[src/rtl/rgblab_pkg.sv]
`timescale 1ns / 1ps
// ----------------------------------------------------------------------------
// rgblab_pkg
// shared types, constants and the srgb linearization table
// ----------------------------------------------------------------------------
package rgblab_pkg;

  localparam int ChanBits = 8;
  localparam int OutField = 16;
  localparam int LinBits  = 25;   // q24 linear value, up to 1.0
  localparam int VBits    = 26;   // q24 ratio and companded value

  typedef logic [LinBits-1:0] lin_tab_t [256];
  typedef logic [15:0]        mat_row_t [3];
  typedef mat_row_t           mat_t [3];

  // rgb to xyz rows with the white point folded in, q16
  localparam mat_t Mat = '{
    '{16'd28435, 16'd24657, 16'd12446},
    '{16'd13933, 16'd46871, 16'd4732},
    '{16'd1162,  16'd7175,  16'd57210}
  };

  localparam logic [VBits-1:0] LabThresh = 26'd148579;
  localparam longint unsigned  LinSlope  = 64'd510329;
  localparam longint unsigned  LinOffset = 64'd2314099;

  // 255 * 2^24
  localparam longint unsigned  Den = 64'd4278190080;
  // exact reciprocal of 255 for dividends below 2^32, used with a 40 bit shift
  localparam logic [32:0]      Recip255 = 33'(((64'd1 << 40) + 64'd254) / 64'd255);

  function automatic logic [LinBits-1:0] lin_entry(input int unsigned c);
    longint unsigned t;
    longint unsigned t2;
    longint unsigned q;
    longint unsigned cand;
    longint unsigned p;
    if (c <= 10) begin
      return LinBits'((64'(c) * 64'd10 * (64'd1 << 24) + 64'd16473) / 64'd32946);
    end
    t  = ((64'(1000 * c + 14025) << 24) + 64'd134512) / 64'd269025;
    t2 = (t * t + (64'd1 << 23)) >> 24;
    q  = 64'd0;
    for (int b = 25; b >= 0; b--) begin
      cand = q | (64'd1 << b);
      if (cand <= (64'd1 << 24)) begin
        p = cand;
        for (int i = 1; i < 5; i++) p = (p * cand) >> 24;
        if (p <= t2) q = cand;
      end
    end
    return LinBits'((t2 * q + (64'd1 << 23)) >> 24);
  endfunction

  function automatic lin_tab_t build_lin_tab();
    lin_tab_t tab;
    for (int c = 0; c < 256; c++) tab[c] = lin_entry(c);
    return tab;
  endfunction

  localparam lin_tab_t LinTab = build_lin_tab();

endpackage

[src/rtl/rgblab_scale.sv]
`timescale 1ns / 1ps
// ----------------------------------------------------------------------------
// rgblab_scale
// forms l, a, b, scales by 1/255 with rounding and saturates, four stages
// ----------------------------------------------------------------------------
module rgblab_scale import rgblab_pkg::*; #(
  parameter int OutBits = 16
) (
  input  logic                clk_i,
  input  logic                rst_ni,
  input  logic                en_i,
  input  logic                valid_i,
  input  logic [VBits-1:0]    f_i [3],
  output logic                valid_o,
  output logic [OutField-1:0] res_o [3]
);

  logic signed [39:0] num_q [3];
  logic [31:0]        m_q [3];
  logic               sat_q [3];
  logic [64:0]        prod_q [3];
  logic               sat2_q [3];
  logic [OutField-1:0] res_q [3];
  logic [3:0]         vld_q;

  logic signed [39:0] fx, fy, fz;
  logic signed [39:0] num_d [3];
  logic [63:0]        n_u [3];
  logic [63:0]        m_d [3];
  logic [63:0]        q_d [3];

  localparam longint unsigned MaxOut = (64'd1 << OutBits) - 64'd1;

  always_comb begin
    fx = $signed(40'(f_i[0]));
    fy = $signed(40'(f_i[1]));
    fz = $signed(40'(f_i[2]));
    num_d[0] = fy * 40'sd116 - 40'sd268435456;
    num_d[1] = (fx - fy) * 40'sd1000 + $signed(40'(Den));
    num_d[2] = (fy - fz) * 40'sd400 + $signed(40'(Den));
    for (int c = 0; c < 3; c++) begin
      // half of the divisor is added before the shift, lightness divides by d,
      // the axes by 2d
      if (c == 0) begin
        n_u[c] = (64'(num_q[c]) << OutBits) + (Den >> 1);
        m_d[c] = n_u[c] >> 24;
      end else begin
        n_u[c] = (64'(num_q[c]) << OutBits) + Den;
        m_d[c] = n_u[c] >> 25;
      end
      if (num_q[c] <= 40'sd0) m_d[c] = '0;
      q_d[c] = 64'(prod_q[c] >> 40);
    end
  end

  always_ff @(posedge clk_i or negedge rst_ni) begin
    if (!rst_ni) begin
      vld_q <= '0;
    end else if (en_i) begin
      vld_q <= {vld_q[2:0], valid_i};
    end
  end

  always_ff @(posedge clk_i) begin
    if (en_i) begin
      for (int c = 0; c < 3; c++) begin
        num_q[c]  <= num_d[c];
        m_q[c]    <= 32'(m_d[c]);
        sat_q[c]  <= m_d[c] >= (64'd255 << OutBits);
        prod_q[c] <= 65'(m_q[c]) * 65'(Recip255);
        sat2_q[c] <= sat_q[c];
        res_q[c]  <= sat2_q[c] ? OutField'(MaxOut) : OutField'(q_d[c]);
      end
    end
  end

  assign valid_o = vld_q[3];
  assign res_o   = res_q;

endmodule

[config.mk]
export PLATFORM = sky130hd
export DESIGN_NAME = rgblab_scale
export DESIGN_NICKNAME = d
export VERILOG_FILES = /design/src/rtl/rgblab_pkg.sv /design/src/rtl/rgblab_scale.sv
export SDC_FILE = /design/constraint.sdc
export NUM_CORES = 2
export LEC_CHECK = 0
export CORE_MARGIN = 2
export CORE_UTILIZATION = 55
export DETAILED_ROUTE_END_ITERATION = 8
export DONT_BUFFER_PORTS = 1
export GPL_ROUTABILITY_DRIVEN = 0
export GPL_TIMING_DRIVEN = 0
export PLACE_DENSITY = 0.77
export SLEW_MARGIN = 20
export SYNTH_ARGS = -nofsm -noshare
export SYNTH_HDL_FRONTEND = slang
export SYNTH_SLANG_ARGS = --single-unit
export TNS_END_PERCENT = 1
[constraint.sdc]
create_clock -name clk_i -period 8.8 [get_ports clk_i]
set_clock_uncertainty 0.15 [all_clocks]
set_input_delay 0.44 -clock clk_i [delete_from_list [all_inputs] [get_ports clk_i]]
set_output_delay 0.44 -clock clk_i [all_outputs]
set_load 0.02 [all_outputs]
======== Word level (Yosys, flattened, before mapping) ========
Memories as Yosys holds them, arrays and structs flattened. A register that Yosys moved wholly into a read port is not among the register bits.
Cells that the tools add are included.
storage, ports and cells
  memories ................................ 5
  register bits after elaboration ......... 4
  bits in writable memories ............... 414
  word-level logic and storage cells ...... 31
  bits of input ports ..................... 82
operators by class
  $lt $le $gt $ge ......................... 6
  $add $sub $neg .......................... 8
  multipliers ............................. 6
  muxes and demuxes ....................... 5
memory list
  name    words  width  read ports  clocked after Yosys merged registers in  wr ports  line                source
  prod_q  3      64     3           3                                        3         rgblab_scale.sv:21  logic [64:0] prod_q [3];
  num_q   3      40     3           0                                        3         rgblab_scale.sv:18  logic signed [39:0] num_q [3];
  m_q     3      32     3           0                                        3         rgblab_scale.sv:19  logic [31:0] m_q [3];
  sat2_q  3      1      3           0                                        3         rgblab_scale.sv:22  logic sat2_q [3];
  sat_q   3      1      3           0                                        3         rgblab_scale.sv:20  logic sat_q [3];
operators by type and width
  kind                                                                                    count
  32-bit by 32-bit multiplier with 64-bit output (second input constant)                  3
  40-bit by 1-bit less-or-equal comparator with 1-bit output (second input constant)      3
  56-bit by 33-bit adder with 57-bit output (second input constant)                       2
  39-bit by 24-bit greater-or-equal comparator with 1-bit output (second input constant)  2
  39-bit two-way mux                                                                      2
  56-bit by 32-bit adder with 57-bit output (second input constant)                       1
  26-bit by 26-bit subtractor with 27-bit output                                          2
  40-bit by 24-bit greater-or-equal comparator with 1-bit output (second input constant)  1
  40-bit two-way mux                                                                      1
  38-bit by 33-bit adder with 39-bit output (second input constant)                       1
  37-bit by 33-bit adder with 38-bit output (second input constant)                       1
  27-bit by 8-bit multiplier with 35-bit output (second input constant)                   1
  33-bit by 29-bit subtractor with 34-bit output (second input constant)                  1
  27-bit by 6-bit multiplier with 33-bit output (second input constant)                   1
  26-bit by 5-bit multiplier with 31-bit output (second input constant)                   1
  1-bit two-way mux                                                                       2

======== Logic depth before layout (Yosys ltp) ========
An unclocked memory read counts as a cell.
  depth in word-level cells ............... 4
  gate-level depth with buffers ........... 32
  mapped depth without buffers ............ 32

======== Worst setup path before layout ========
OpenSTA, ideal clock, no wires.
  path type ............................... input to register
  start point ............................. input f_i[28] (netlist bit)
  end point ............................... memory num_q[1][36], in the netlist num_q[0][76] (data pin)
  library setup time ...................... 0.264 ns
  stages on the path ...................... 30
  setup slack ............................. 0.986 ns
  data arrival time ....................... 7.400 ns
  cell sequence ........................... inv_1 -> ha_1 -> o21a_1 -> o31a_1 -> o21ai_1 -> o31ai_1 -> a21o_1 -> a21oi_1 -> xnor2_1 -> xnor2_1 -> inv_1 -> ha_1 -> inv_1 -> fa_1 -> inv_1 -> fa_1 -> inv_1 -> fa_1 -> inv_1 -> ha_1 -> a21oi_1 -> o21ai_0 -> a221oi_1 -> or4b_4 -> nand3_4 -> nand2_2 -> or4b_4 -> or3b_4 -> nor2b_4 -> xnor2_1
RTL lines
  item         line                source
  from (decl)  rgblab_scale.sv:13  input logic [VBits-1:0] f_i [3],
  to (decl)    rgblab_scale.sv:18

==> qor.yml <==
use_met2_pct: 37.38
r2r_setup_slack_ns: 2.46
grtUsageMet1_pct: 30.86
worstPathArrival_ns: 8.40
cts_made_buffers: 34
synth-edff-count: 300
syn_area_per_cell_um2: 9.854
grt_pass1_vias: 29520
via_per_inst: 5.509
seq_area_frac_synth_pct: 21.71
status: "finished clean"
ant_nets: 0
instances_no_fill: 5320
nets: 5685
synthFlopType: "edfxtp_1"
post_cts_buffers: 0
firstDrtPassIters: 5
endpoint_kind: "flip-flop"
period_share_pct: 93.88
maxSlewHeadroom_pct: 30.00
critPathSlowestCell: "xnor2_1"
die_area_mm2: 0.07851
port_buffers: 0
dp_hpwl_um: 71370
first_iter_violations: 1510
clk_latency_ns: 0.55
overflow: 0
tightestPinTransition_ns: 1.037
ioPinCount: 131
utilization_pct: 58.87
clock-root-buffer: "clkbuf_16"
report.final.slew_viol_count: 0
antenna_found_initial: 2
worst-path-max-fanout: 9
period_needed_ns: 8.261
synth.distinct_cells: 84
ys_ff_latch: 304
clk_path_buf_depth: 3
r2r-end: "prod_q[2][54]$_DFFE_PP_"
routed_wl_um: 85560
synth_warnings: 0
finalSetupViolations: 0
fin_setup_tns_ns: 0
h-tree-depth: 2
finalHoldViolCount: 0
hp-class: "in -> async"
clock-sinks: 304
rsz0062_at_grt: "no"
vias: 29310
cp.required_ns: 8.94
syn_area_mm2: 0.04196
use_met3_pct: 3.381
regToRegStartpoint: "m_q[0][74]$_DFFE_PP_"
cts.clk_slew.worst_paths_ns: 0.06
async_flop_share_pct: 1.316
critical_path_class: "in -> reg"
die_w_um: 280.2
max_freq_ghz: 0.1211
grt_max_degree: 301
synthesis.instances: 4258
drive_gt1_share_pct: 3.617
core.rowCount: 101
globalRouteTotalUtil_pct: 22.37
cp_slowest_stage_delay_ns: 0.79
placed_cells: 5248
grt_first_pass_wirelength_um: 144100
drc: 0
area_delta_synth_final_pct: 6.218
worstRegToRegCells: 19
core_area_mm2: 0.07570
grt-busiest-layer: "met2"
cts_tree: "done"
initial_utilization_pct: 55.43
wire_per_inst_um: 16.08
crit_path_start_kind: "input pin"
cap_violations: 0
die_y_um: 280.2
-- placed cells by master, fill, tap and decap left out, types with 9 or more instances in the layout --
master	n
ha_1	987
inv_1	861
fa_1	301
edfxtp_1	300
nor2_1	210
a21oi_1	186
nand2_1	164
xnor2_1	164
o21ai_0	138
xor2_1	133
a21o_1	92
nand3_1	69
or2_2	60
nand4_1	56
nor3_1	45
o21a_1	40
nand2b_1	37
a211oi_1	36
clkbuf_16	35
nor2b_1	30
and3_1	30
clkbuf_1	29
nor4_1	28
o211ai_1	20
a31oi_1	18
or3_1	15
o21bai_1	14
o31ai_1	13
conb_1	13
and4_1	12
o22ai_1	10
o2111ai_1	9
and2_1	9
a221oi_1	9
-- area by class of cell --
| cell class | count | area [µm²] |
|---|---|---|
| tap | 978 | 1224 |
| sequential | 304 | 9109 |
| clock buffer | 40 | 914.6 |
| antenna | 1 | 2.502 |
| timing repair buffer | 9 | 142.6 |
| clock inverter | 22 | 245.2 |
| inverter | 861 | 3232 |
| multi-input combinational | 3075 | 29580 |
| buffer | 30 | 112.6 |
| fill | 6270 | 31130 |
-- Yosys cell counts (10+ instances only) --
cell type / instances / area (µm²)
a211oi_1: 36 / 270.3
a21o_1: 92 / 690.7
a21oi_1: 186 / 930.9
a31oi_1: 18 / 112.6
and3_1: 30 / 187.7
and4_1: 12 / 105.1
clkbuf_1: 26 / 97.59
edfxtp_1: 300 / 9009
fa_1: 301 / 6026
ha_1: 987 / 12350
inv_1: 861 / 3232
nand2_1: 164 / 615.6
nand2b_1: 37 / 231.5
nand3_1: 69 / 345.3
nand4_1: 56 / 350.3
nor2_1: 210 / 788.3
nor2b_1: 30 / 187.7
nor3_1: 45 / 225.2
nor4_1: 28 / 175.2
o211ai_1: 20 / 150.1
o21a_1: 40 / 300.3
o21ai_0: 138 / 690.7
o21bai_1: 14 / 105.1
o22ai_1: 10 / 62.56
o31ai_1: 14 / 105.1
or2_2: 60 / 375.4
or3_1: 15 / 93.84
xnor2_1: 167 / 1463
xor2_1: 134 / 1174
-- how the worst max path moves through the flow --
stage / startpoint / end / slack [ns]
after floorplan: f_i[28] / num_q[0][76]$_DFFE_PP_ / 0.99
after global routing: f_i[52] / num_q[0][76]$_DFFE_PP_ / 0.05
after detailed placement: f_i[28] / num_q[0][76]$_DFFE_PP_ / -0.08
after global placement: f_i[28] / num_q[0][76]$_DFFE_PP_ / 0.07
after CTS: f_i[28] / num_q[0][76]$_DFFE_PP_ / 0.48
final: f_i[52] / num_q[0][76]$_DFFE_PP_ / 0.54
-- through the flow --
stage          setup slack, ns  area [µm²]  hold slack (ns)
2_1_floorplan           0.9856       42000        -0.005591
3_3_place_gp           0.06743       43230        -0.005511
3_5_place_dp          -0.07535       43230        -0.005497
4_1_cts                 0.4812       44470        0.0001279
5_1_grt                0.05033       44570          0.02496
6_report                0.5389       44570          0.02826
-- registers in the layout, indices dropped and copies added, names as in the netlist --
signal  count
m_q        96
num_q     102
prod_q     48
res_o      48
sat2_q      3
sat_q       3
vld_q       4
-- what timing repair did --
item	in CTS	in global routing
hold buffers	7	0
hold endpoints to repair	308	0
setup endpoints to repair	0	1
gates resized for setup	0	2
-- cells by family after synthesis --
kind of cell	count (synthesis)	synth area share [%]
AO/OA/AOI/OAI	661	10.20
XOR/XNOR	304	6.400
adder cells (fa/ha/maj)	1294	43.94
buffers and inverters	891	7.971
flip-flops	304	21.71
multiplexers	8	0.2058
other	1	0.008938
AND/OR/NAND/NOR	795	9.564
-- metal layers --
| metal | vias up | share of wire (%) |
|---|---|---|
| li1 | 14710 | - |
| met1 | 13890 | 47 |
| met2 | 608 | 46 |
| met3 | 101 | 5.4 |
| met4 | 2 | 1.8 |
| met5 | - | 0.019 |
-- critical path, delay by kind of cell --
| family | cells | cell delay, ns |
|---|---|---|
| xor gates and xnor gates | 4 | 1.47 |
| adders and majority gates | 6 | 2.54 |
| buffers and inverters | 4 | 0.21 |
| AOI/OAI and AO/OA | 10 | 2.31 |
| and+or+nand+nor | 5 | 1.41 |
Power is left out: the tool's default activity adds up to more than one toggle a clock period on the data nets, which glitch-free logic cannot reach.
